===== src/rtl/core/mbd_pkg.sv =====
// Shared types, constants and the Morse code tables for the button decoder.
package mbd_pkg;

    localparam int PATTERN_MAX_DEF = 5;
    localparam int CODE_COUNT      = 36;

    // configuration register indexes
    localparam logic [1:0] CFG_SAMPLES_PER_UNIT = 2'd0;
    localparam logic [1:0] CFG_MARK_RUN         = 2'd1;
    localparam logic [1:0] CFG_END_GAP          = 2'd2;
    localparam logic [1:0] CFG_MAX_UNITS        = 2'd3;

    localparam logic [3:0] SPU_RESET       = 4'd10;
    localparam logic [3:0] MARK_RUN_RESET  = 4'd5;
    localparam logic [2:0] END_GAP_RESET   = 3'd7;
    localparam logic [4:0] MAX_UNITS_RESET = 5'd19;

    localparam logic [6:0] SEG_BLANK = 7'h00;

    // symbol k of a code at bit k, dash = 1
    localparam logic [4:0] CODE_BITS [CODE_COUNT] = '{
        5'd2,  5'd1,  5'd5,  5'd1,  5'd0,  5'd4,  5'd3,  5'd0,  5'd0,
        5'd14, 5'd5,  5'd2,  5'd3,  5'd1,  5'd7,  5'd6,  5'd11, 5'd2,
        5'd0,  5'd1,  5'd4,  5'd8,  5'd6,  5'd9,  5'd13, 5'd3,  5'd30,
        5'd28, 5'd24, 5'd16, 5'd0,  5'd1,  5'd3,  5'd7,  5'd15, 5'd31};

    localparam logic [4:0] CODE_LEN [CODE_COUNT] = '{
        5'd2, 5'd4, 5'd4, 5'd3, 5'd1, 5'd4, 5'd3, 5'd4, 5'd2,
        5'd4, 5'd3, 5'd4, 5'd2, 5'd2, 5'd3, 5'd4, 5'd4, 5'd3,
        5'd3, 5'd1, 5'd3, 5'd4, 5'd3, 5'd4, 5'd4, 5'd4, 5'd5,
        5'd5, 5'd5, 5'd5, 5'd5, 5'd5, 5'd5, 5'd5, 5'd5, 5'd5};

    localparam logic [6:0] SEG_CODE [CODE_COUNT] = '{
        7'h77, 7'h7C, 7'h39, 7'h5E, 7'h79, 7'h71, 7'h3D, 7'h76, 7'h30,
        7'h1E, 7'h76, 7'h38, 7'h4F, 7'h54, 7'h5C, 7'h73, 7'h67, 7'h50,
        7'h6D, 7'h78, 7'h3E, 7'h1C, 7'h4F, 7'h76, 7'h6E, 7'h5B, 7'h06,
        7'h5B, 7'h4F, 7'h66, 7'h6D, 7'h7D, 7'h07, 7'h7F, 7'h6F, 7'h3F};

    typedef struct packed {
        logic [6:0] segments;
        logic       matched;
        logic [5:0] char_index;
        logic [4:0] symbol_count;
        logic [4:0] units_used;
    } t_result;

    typedef struct packed {
        logic       hit;
        logic [5:0] index;
        logic [6:0] seg;
    } t_match;

    // pattern length plus n symbols, saturating at 31
    function automatic logic [4:0] len_add(input logic [4:0] len, input logic [1:0] n);
        logic [5:0] sum;
        sum = {1'b0, len} + {4'd0, n};
        len_add = sum[5] ? 5'd31 : sum[4:0];
    endfunction

endpackage


===== src/rtl/core/morse_button_decoder_core.sv =====
// Morse button decoder: sample in, one decoded character out per character end.
//
// Input channel: one button sample per beat (0 pressed, 1 released) on
// i_in_valid / o_in_ready. Samples seen while idle and released are dropped.
// Configuration channel: i_cfg_valid with a 2-bit register index and data;
// o_cfg_ready is always high, so a write lands on the beat it is offered.
// Output channel: one result beat on o_out_valid / i_out_ready for each
// character that ends, carrying the held segment code, match flag, index,
// symbol count and units used.
// Throughput is one sample per cycle while o_in_ready is high: a sample's
// whole update (unit counter, mark detection, pattern shift and table lookup)
// fits between the state registers and the result register. A result goes to
// the output register, or to the skid stage while the output register is held.
// The output register is backed by a skid stage; o_in_ready only falls when
// both hold a result the receiver has not taken, which needs the receiver to
// stall across two character ends.
// Reset (synchronous, active low) returns to idle, blank display, default
// registers, and empties both result stages.
module morse_button_decoder_core
    import mbd_pkg::*;
#(
    parameter int PatternMax = PATTERN_MAX_DEF
) (
    input  logic       i_clk,
    input  logic       i_rst_n,
    input  logic       i_in_valid,
    output logic       o_in_ready,
    input  logic       i_button_level,
    output logic       o_out_valid,
    input  logic       i_out_ready,
    output logic [6:0] o_segments,
    output logic       o_matched,
    output logic [5:0] o_char_index,
    output logic [4:0] o_symbol_count,
    output logic [4:0] o_units_used,
    input  logic       i_cfg_valid,
    output logic       o_cfg_ready,
    input  logic [1:0] i_cfg_index,
    input  logic [4:0] i_cfg_data
);

    logic [3:0] r_spu, r_mark_run;
    logic [2:0] r_end_gap;
    logic [4:0] r_max_units;

    logic                  r_collecting;
    logic [3:0]            r_sin, r_prun;
    logic                  r_mark;
    logic [4:0]            r_uc;
    logic [2:0]            r_srun;
    logic [1:0]            r_mru;
    logic [PatternMax-1:0] r_bits;
    logic [4:0]            r_len;
    logic [6:0]            r_display;

    logic [3:0]            n_sin, n_prun;
    logic                  n_mark;
    logic [4:0]            n_uc;
    logic [2:0]            n_srun;
    logic [1:0]            n_mru;
    logic [PatternMax-1:0] n_bits;
    logic [4:0]            n_len;

    logic [3:0]            b_sin, b_prun;
    logic                  b_mark;
    logic [4:0]            b_uc;
    logic [2:0]            b_srun;
    logic [1:0]            b_mru;
    logic [PatternMax-1:0] b_bits;
    logic [4:0]            b_len;

    logic       pressed, active, unit_end, done, in_fire;
    logic [2:0] mru_inc;
    t_match     match;
    t_result    new_res;

    logic    r_out_valid, r_skid_valid;
    t_result r_out, r_skid;
    logic    n_out_valid, n_skid_valid;
    t_result n_out, n_skid;
    logic    out_take;

    assign o_cfg_ready = 1'b1;
    assign o_in_ready  = ~r_skid_valid;
    assign in_fire     = i_in_valid & o_in_ready;
    assign pressed     = ~i_button_level;
    assign active      = r_collecting | pressed;

    always_comb begin
        // a fresh character starts from cleared state
        b_sin  = r_collecting ? r_sin  : '0;
        b_prun = r_collecting ? r_prun : '0;
        b_mark = r_collecting ? r_mark : 1'b0;
        b_uc   = r_collecting ? r_uc   : '0;
        b_srun = r_collecting ? r_srun : '0;
        b_mru  = r_collecting ? r_mru  : '0;
        b_bits = r_collecting ? r_bits : '0;
        b_len  = r_collecting ? r_len  : '0;

        if (pressed) begin
            n_prun = (b_prun == 4'd15) ? 4'd15 : b_prun + 4'd1;
        end else begin
            n_prun = 4'd0;
        end
        n_mark   = b_mark | (n_prun >= r_mark_run);
        n_sin    = b_sin + 4'd1;
        unit_end = (n_sin == r_spu);
        n_uc     = b_uc;
        n_srun   = b_srun;
        n_mru    = b_mru;
        n_bits   = b_bits;
        n_len    = b_len;
        mru_inc  = {1'b0, b_mru} + 3'd1;
        done     = 1'b0;

        if (unit_end) begin
            n_uc = b_uc + 5'd1;
            if (n_mark) begin
                n_srun = 3'd0;
                if (mru_inc == 3'd3) begin
                    for (int j = 0; j < PatternMax; j++) begin
                        if (b_len == 5'(j)) begin
                            n_bits[j] = 1'b1;
                        end
                    end
                    n_len = len_add(b_len, 2'd1);
                    n_mru = 2'd0;
                end else begin
                    n_mru = mru_inc[1:0];
                end
            end else begin
                n_srun = (b_srun == 3'd7) ? 3'd7 : b_srun + 3'd1;
                n_len  = len_add(b_len, b_mru);
                n_mru  = 2'd0;
            end
            n_sin  = 4'd0;
            n_prun = 4'd0;
            n_mark = 1'b0;
            done   = (n_srun == r_end_gap) || (n_uc == r_max_units);
            if (done) begin
                // leftover marks close as dots
                n_len = len_add(n_len, n_mru);
                n_mru = 2'd0;
            end
        end
    end

    mbd_match #(
        .PatternMax(PatternMax)
    ) u_match (
        .i_len  (n_len),
        .i_bits (n_bits),
        .o_match(match)
    );

    always_comb begin
        new_res.segments     = match.hit ? match.seg : r_display;
        new_res.matched      = match.hit;
        new_res.char_index   = match.index;
        new_res.symbol_count = n_len;
        new_res.units_used   = n_uc;
    end

    always_ff @(posedge i_clk) begin
        if (!i_rst_n) begin
            r_spu       <= SPU_RESET;
            r_mark_run  <= MARK_RUN_RESET;
            r_end_gap   <= END_GAP_RESET;
            r_max_units <= MAX_UNITS_RESET;
        end else if (i_cfg_valid) begin
            unique case (i_cfg_index)
                CFG_SAMPLES_PER_UNIT: r_spu       <= i_cfg_data[3:0];
                CFG_MARK_RUN:         r_mark_run  <= i_cfg_data[3:0];
                CFG_END_GAP:          r_end_gap   <= i_cfg_data[2:0];
                CFG_MAX_UNITS:        r_max_units <= i_cfg_data;
                default: ;
            endcase
        end
    end

    always_ff @(posedge i_clk) begin
        if (!i_rst_n) begin
            r_collecting <= 1'b0;
            r_display    <= SEG_BLANK;
        end else if (in_fire && active) begin
            r_collecting <= ~done;
            if (done && match.hit) begin
                r_display <= match.seg;
            end
        end
    end

    always_ff @(posedge i_clk) begin
        if (in_fire && active) begin
            r_sin  <= n_sin;
            r_prun <= n_prun;
            r_mark <= n_mark;
            r_uc   <= n_uc;
            r_srun <= n_srun;
            r_mru  <= n_mru;
            r_bits <= n_bits;
            r_len  <= n_len;
        end
    end

    // result register with skid stage behind it
    assign out_take = r_out_valid & i_out_ready;

    always_comb begin
        n_out_valid  = r_out_valid;
        n_skid_valid = r_skid_valid;
        n_out        = r_out;
        n_skid       = r_skid;
        if (r_skid_valid) begin
            if (out_take) begin
                n_out        = r_skid;
                n_skid_valid = 1'b0;
            end
        end else if (in_fire && active && done) begin
            if (!r_out_valid || out_take) begin
                n_out       = new_res;
                n_out_valid = 1'b1;
            end else begin
                n_skid       = new_res;
                n_skid_valid = 1'b1;
            end
        end else if (out_take) begin
            n_out_valid = 1'b0;
        end
    end

    always_ff @(posedge i_clk) begin
        if (!i_rst_n) begin
            r_out_valid  <= 1'b0;
            r_skid_valid <= 1'b0;
        end else begin
            r_out_valid  <= n_out_valid;
            r_skid_valid <= n_skid_valid;
        end
    end

    always_ff @(posedge i_clk) begin
        r_out  <= n_out;
        r_skid <= n_skid;
    end

    assign o_out_valid    = r_out_valid;
    assign o_segments     = r_out.segments;
    assign o_matched      = r_out.matched;
    assign o_char_index   = r_out.char_index;
    assign o_symbol_count = r_out.symbol_count;
    assign o_units_used   = r_out.units_used;

endmodule


===== src/rtl/core/mbd_match.sv =====
// Looks a finished symbol pattern up in the letter and digit code table.
module mbd_match
    import mbd_pkg::*;
#(
    parameter int PatternMax = PATTERN_MAX_DEF
) (
    input  logic [4:0]            i_len,
    input  logic [PatternMax-1:0] i_bits,
    output t_match                o_match
);

    always_comb begin
        o_match = '0;
        // walk downwards so the lowest matching index wins
        for (int k = CODE_COUNT - 1; k >= 0; k--) begin
            if (i_len == CODE_LEN[k] && i_bits == PatternMax'(CODE_BITS[k])) begin
                o_match.hit   = 1'b1;
                o_match.index = 6'(k);
                o_match.seg   = SEG_CODE[k];
            end
        end
    end

endmodule


===== config.mk =====
export PLATFORM = sky130hd
export DESIGN_NAME = morse_button_decoder_core
export DESIGN_NICKNAME = d
export VERILOG_FILES = /design/src/rtl/core/mbd_pkg.sv /design/src/rtl/core/morse_button_decoder_core.sv /design/src/rtl/core/mbd_match.sv
export SDC_FILE = /design/constraint.sdc
export NUM_CORES = 1
export LEC_CHECK = 0
export BUFFER_PORTS_ARGS = -buffer_cell sky130_fd_sc_hd__clkbuf_2
export CAP_MARGIN = 30
export CORE_UTILIZATION = 30
export CTS_CLUSTER_DIAMETER = 30
export DETAILED_ROUTE_END_ITERATION = 10
export PLACE_DENSITY = 0.45
export RECOVER_POWER = 50
export SLEW_MARGIN = 20
export SYNTH_ARGS = -nofsm -noshare
export SYNTH_HDL_FRONTEND = slang
export SYNTH_SLANG_ARGS = --single-unit

===== constraint.sdc =====
create_clock -name i_clk -period 7.27 [get_ports i_clk]
set_clock_uncertainty 0.2 [all_clocks]
set_input_delay 1.0905 -clock i_clk [delete_from_list [all_inputs] [get_ports i_clk]]
set_output_delay 1.0905 -clock i_clk [all_outputs]
set_load 0.05 [all_outputs]

# Word level (Yosys, flattened, before mapping)
# Index checks and enable logic that the tools add are counted.
# classes
n_addsub	8
order_cmp	1
eq_ne	38
mux	85
n_bitwise	8
n_reduce_logical	56
# ops
operator	n
$mux 14	36
$mux 24	4
$mux 5	15
$logic_and 1x1->1	39
$eq 5x3->1 const B	7
$eq 5x2->1 const B	6
$eq 5x4->1 const B	6
$eq 5x5->1 const B	5
$mux 4	4
$eq 5x1->1 const B	3
$mux 3	5
$mux 1	14
$add 5x2->6	2
$mux 2	6
$logic_not 5->1	2
$reduce_and 2->1	5
$reduce_and 3->1	3
$add 4x1->4 const B	2
$mux 7	1
$add 5x1->6 const B	1
$reduce_bool 2->1	3
$add 5x1->5 const B	1
$eq 5x5->1	1
$eq 2x2->1 const B	2
16 further kinds	23
# totals
reg_bits	103
input_bits	13
out_inout_bits	27
wordCells	222

# Logic depth before layout (Yosys ltp)
# logic_depth
depth_word	54
depth_mapped	31
mapped_depth_nobuf	22

# Hierarchy
# Synthesis repeated with hierarchy kept, for this count alone.
# unflattened
hier_cells	624
hier_area_um2	6374.9
# modules_own_cells
module	n_inst	cells_per_inst	area_each_um2	seq_area_each_um2
morse_button_decoder_core	1	442	5211.2	2832.7
mbd_match	1	182	1163.6	0.0

# Worst setup path before layout
# OpenSTA, ideal clock, no wires.
# synth_timing
path_kind	flip-flop to flip-flop
from	reg r_collecting
to	reg r_out (netlist bit o_segments[0]) (data pin)
setup_ns	0.268
arrival_ns	6.602
required_ns	6.802
setup_slack_ns	0.200
stages_incl_launch_ff	30
n_path_buf	9
synth_period_minus_slack_ns	7.070
cell_sequence	dfxtp_1 > buf_6 > buf_6 > buf_2 > clkbuf_1 > clkbuf_1 > clkbuf_1 > and2_1 > ha_1 > nor3_1 > a2111oi_0 > ha_1 > a221oi_2 > o21a_1 > buf_2 > o22a_1 > ha_1 > inv_1 > fa_1 > a2111oi_1 > nor2_1 > o311a_1 > buf_6 > nand2_1 > nor2_1 > a2111o_1 > or4b_1 > buf_6 > nor3_2 > o31ai_1
# synth_lines
item	line_no	text
start: declaration	morse_button_decoder_core.sv:46	logic r_collecting;
start signal: assignment	morse_button_decoder_core.sv:186	r_collecting <= ~done;
end signal: assignment	morse_button_decoder_core.sv:243	r_out <= n_out;
end: declaration	morse_button_decoder_core.sv:78	t_result r_out, r_skid;

==> run_results.csv <==
group,metric,value,unit
synthesis,synth_edf_count,77,
synthesis,syn-num-nets,783,
min_path,hp-class,"flop to flop",
flow_run,drv_cap,1,
synthesis,ys_types,93,
critical_path,crit_slowest_cell,"a221oi_1",
synthesis,yosys.area.top_type,"edfxtp_1",
routing,wirelength,21300,um
critical_path,slowest_delay,0.87,ns
final_layout,final_net_count,817,
clock_tree,cts_buffers,9,
floorplan,die_area,23700,um2
routing,drc_errors,0,
power,clkPwrFrac,0.354,
synthesis,synth_top_area_share,0.334,
synthesis,synthArstFlopShare,0,
routing,antenna_left,0,
run_status,status,"finished with violations",
sta,relSlewSlack,-0.778,
floorplan,core_area,22600,um2
sta,hold_viol,0,
sta,final.setup.tns,0,ns
floorplan,pin_count,40,
power,power.net_switching,0.434,mW
floorplan,placementRows,55,
routing,drt_iter0_drc,707,
sta,tightest_slew,2.65,ns
power,total_power,1.42,mW
sta,fmax,0.148,GHz
power,p_sw_frac,0.306,
critical_path,critPathMaxFanout,52,
synthesis,synth-seq-area-share,0.409,
final_layout,fin_cells,1076,
synthesis,synthCells,752,
critical_path,start_kind,"flop",
final_layout,area_growth,11.6,%
grt,track_usage,0.185,
critical_path,worstReg2RegStart,"r_collecting",
synthesis,yosysWarnings,0,
grt,grt_pass1_wl,34100,um
grt,gr-total-overflow,0,
power,seq_power_share,0.468,
critical_path,critical_path_class,"flop to flop",
final_layout,n_antenna_cell,0,
routing,wl_per_cell,19.8,um
synthesis,syn_area,6930,um2
grt,antenna_found_initial,0,
sta,report.final.slew_viol_count,20,
place,hpwl,15600,um
min_path,hold_start,"r_display[4]",
routing,dr.pass1.iters,5,
clock_tree,clock-sinks,103,
clock_tree,clk_pin_slew,0.09,ns
clock_tree,cts_root_buf,"clkbuf_16",
routing,vias,6221,
power,leakagePower,2.85,nW
floorplan,chipHeight,154,um
critical_path,cp.arrival,6.67,ns
sta,setup_viol_count_final,0,
sta,period_needed,6.76,ns
critical_path,critPathCaptureType,"flop",
floorplan,initial_utilization,0.306,
clock_tree,cts_max_path_buffers,2,
synthesis,synth-compound-area-share,0.198,
routing,via_per_inst,5.78,
critical_path,critPathRequiredTime,7.18,ns
synthesis,avgSynthCellArea,9.22,um2
clock_tree,htreeDepth,3,
run_status,violations,"max-capacitance violations, max-slew violations",
clock_tree,cts_tree,"built",
sta,rsz0062_at_grt,"false",
synthesis,synth_area_leaders,"edfxtp_1 33%, dfxtp_1 7.5%, nand2_1 5.8%",
place,place_congestion,0.958,
clock_tree,worstSkewPairLatency,0.36,ns
power,cellPowerDensity,183,nW/um2
grt,grt_max_degree,53,
synthesis,synth_top_family_by_area,"simple AND/OR/NAND/NOR gates",
synthesis,synth_simple_gate_area_frac,0.229,
synthesis,synthXorXnorAreaFrac,0.0215,
power,power_frac_comb,0.179,
synthesis,ys_ff_latch,103,
power,ir_drop,0.102,mV
grt,grt_pass1_vias,5868,
synthesis,muxShareOfSynthArea,0.0587,
floorplan,dieWidth,154,um
place,place_inst,1059,
critical_path,startpoint,"r_collecting",
critical_path,path_cells,"buf_6 -> and2_0 -> ha_1 -> xor2_1 -> a311o_1 -> a221oi_1 -> nand2_1 -> a21oi_2 -> and3_1 -> o211ai_1 -> buf_4 -> a2111oi_1 -> a221oi_2 -> or4b_4 -> o21ai_4 -> mux2_1",
synthesis,yosys.area_share.adder,0.0347,
sta,post-route-period-util,0.929,
synthesis,synth_flop_cell,"edfxtp_1",
power,p_int,0.984,mW
final_layout,final_layout_size_suffix_gt1_frac,0.124,
place,io_buffers,38,
[area by class of cell]
type	instances	area, um2
Clock buffer	9	225
Clock inverter	7	86.3
Fill cell	2336	14900
Inverter	33	124
Multi-Input combinational cell	572	3740
Sequential cell	103	2830
Tap cell	285	357
Timing Repair Buffer	67	363
[power groups by stage]
stage / Combinational (mW) / Sequential [mW] / Clock (mW)
after global routing: 0.278 / 0.666 / 0.543
after floorplan: 0.181 / 0.671 / 0
after CTS: 0.251 / 0.663 / 0.519
after detailed placement: 0.250 / 0.676 / 0
final: 0.253 / 0.663 / 0.501
after global placement: 0.251 / 0.676 / 0
[placed cells by master, fill, tap and decap left out, types with 4 or more instances in the layout]
master | netlist | final
nand2_1 | 107 | 108
edfxtp_1 | 77 | 77
nor2_1 | 53 | 52
a21oi_1 | 35 | 34
nor3_1 | 32 | 32
clkbuf_1 | 20 | 31
o21ai_0 | 30 | 30
inv_1 | 29 | 29
nand3_1 | 26 | 26
mux2i_1 | 26 | 26
dfxtp_1 | 26 | 26
buf_4 | 1 | 24
ha_1 | 16 | 16
and2_1 | 16 | 15
o31ai_1 | 12 | 13
nand4_1 | 13 | 13
mux2_2 | 12 | 12
nor4_1 | 11 | 11
clkbuf_2 | 1 | 11
xor2_1 | 9 | 9
a22oi_1 | 9 | 9
nor2b_1 | 9 | 9
clkbuf_16 | 0 | 9
xnor2_1 | 8 | 8
a221oi_1 | 7 | 8
a211oi_1 | 7 | 7
a21o_1 | 7 | 7
nor3_2 | 6 | 6
a31oi_1 | 6 | 6
o211ai_1 | 6 | 6
nand2b_1 | 6 | 6
o22ai_1 | 5 | 5
a2111oi_0 | 5 | 4
or3_1 | 4 | 4
and3_1 | 4 | 4
a41oi_1 | 4 | 4
or2_2 | 4 | 4
[Yosys cell counts (all sizes together) (3+ instances only)]
cell type,number
a2111oi,9
a211o,3
a211oi,7
a21o,7
a21oi,37
a221oi,11
a22oi,9
a31oi,6
a41oi,4
and2,16
and3,4
and4b,3
buf,23
clkbuf,21
dfxtp,26
edfxtp,77
ha,16
inv,31
mux2,13
mux2i,26
nand2,109
nand2b,6
nand3,26
nand3b,4
nand4,13
nor2,54
nor2b,9
nor3,38
nor4,12
o211ai,6
o21a,3
o21ai,34
o22ai,5
o31ai,13
or2,4
or3,4
xnor2,8
xor2,9
[worst max-delay path: cells and delay by family (launching register included)]
kind / cells / cell delay, ns
AOI/OAI and AO/OA: 7 / 2.82
buffers and inverters: 2 / 0.56
xor gates and xnor gates: 1 / 0.15
adders and majority gates: 1 / 0.26
DFF: 1 / 0.38
and+or+nand+nor: 4 / 1.81
muxes: 1 / 0.31
[sequential cells by signal, summed over array words and instances (netlist names), 5 cells and up]
signal / count
o_char_index: 6
o_segments: 7
o_symbol_count: 5
o_units_used: 5
r_bits: 5
r_display: 7
r_len: 5
r_max_units: 5
r_skid: 24
r_uc: 5
[logic make-up (layout without fill, tap and decap cells)]
logic type               after synthesis  after routing
AND/OR/NAND/NOR                      314            314
AO/OA/AOI/OAI                        183            183
flip-flops                           103            103
buffers and inverters                 77            116
multiplexers                          39             39
adder cells (fa/ha/maj)               18             18
XOR/XNOR                              17             17
other                                  1              1
[worst paths after layout]
check | end | slack, ns | cells after the start
setup / recovery | o_segments[4] | 0.51 | 16
hold / removal | r_display[4] | 0.27 | 2
setup reg to reg | o_segments[4] | 0.51 | 16
hold reg to reg | r_display[4] | 0.27 | 2
[metrics by stage]
stage	setup WS (ns)	hold slack (ns)	cell area (um2)	util
2_1_floorplan	0.200	0.235	6930	-
3_3_place_gp	0.217	0.255	7490	0.331
3_5_place_dp	0.0481	0.258	7490	0.331
4_1_cts	0.365	0.274	7800	0.345
5_1_grt	0.0618	0.283	7730	0.342
6_report	0.515	0.271	7730	0.342
[metal layers]
metal | global-route usage | part of all wire | vias to the layer above
li1 | - | - | 2891
met1 | 0.268 | 0.48 | 3036
met2 | 0.281 | 0.44 | 247
met3 | 0.0285 | 0.060 | 47
met4 | 0.0605 | 0.023 | 0
met5 | 0 | 0 | -
[what timing repair did]
action | in CTS | in global routing
endpoints found under the setup margin | 0 | 22
resized for setup | 0 | 4
hold buffers | 0 | 0
setup buffers | 0 | 1
No activity file was read; power rests on OpenSTA's default activity.
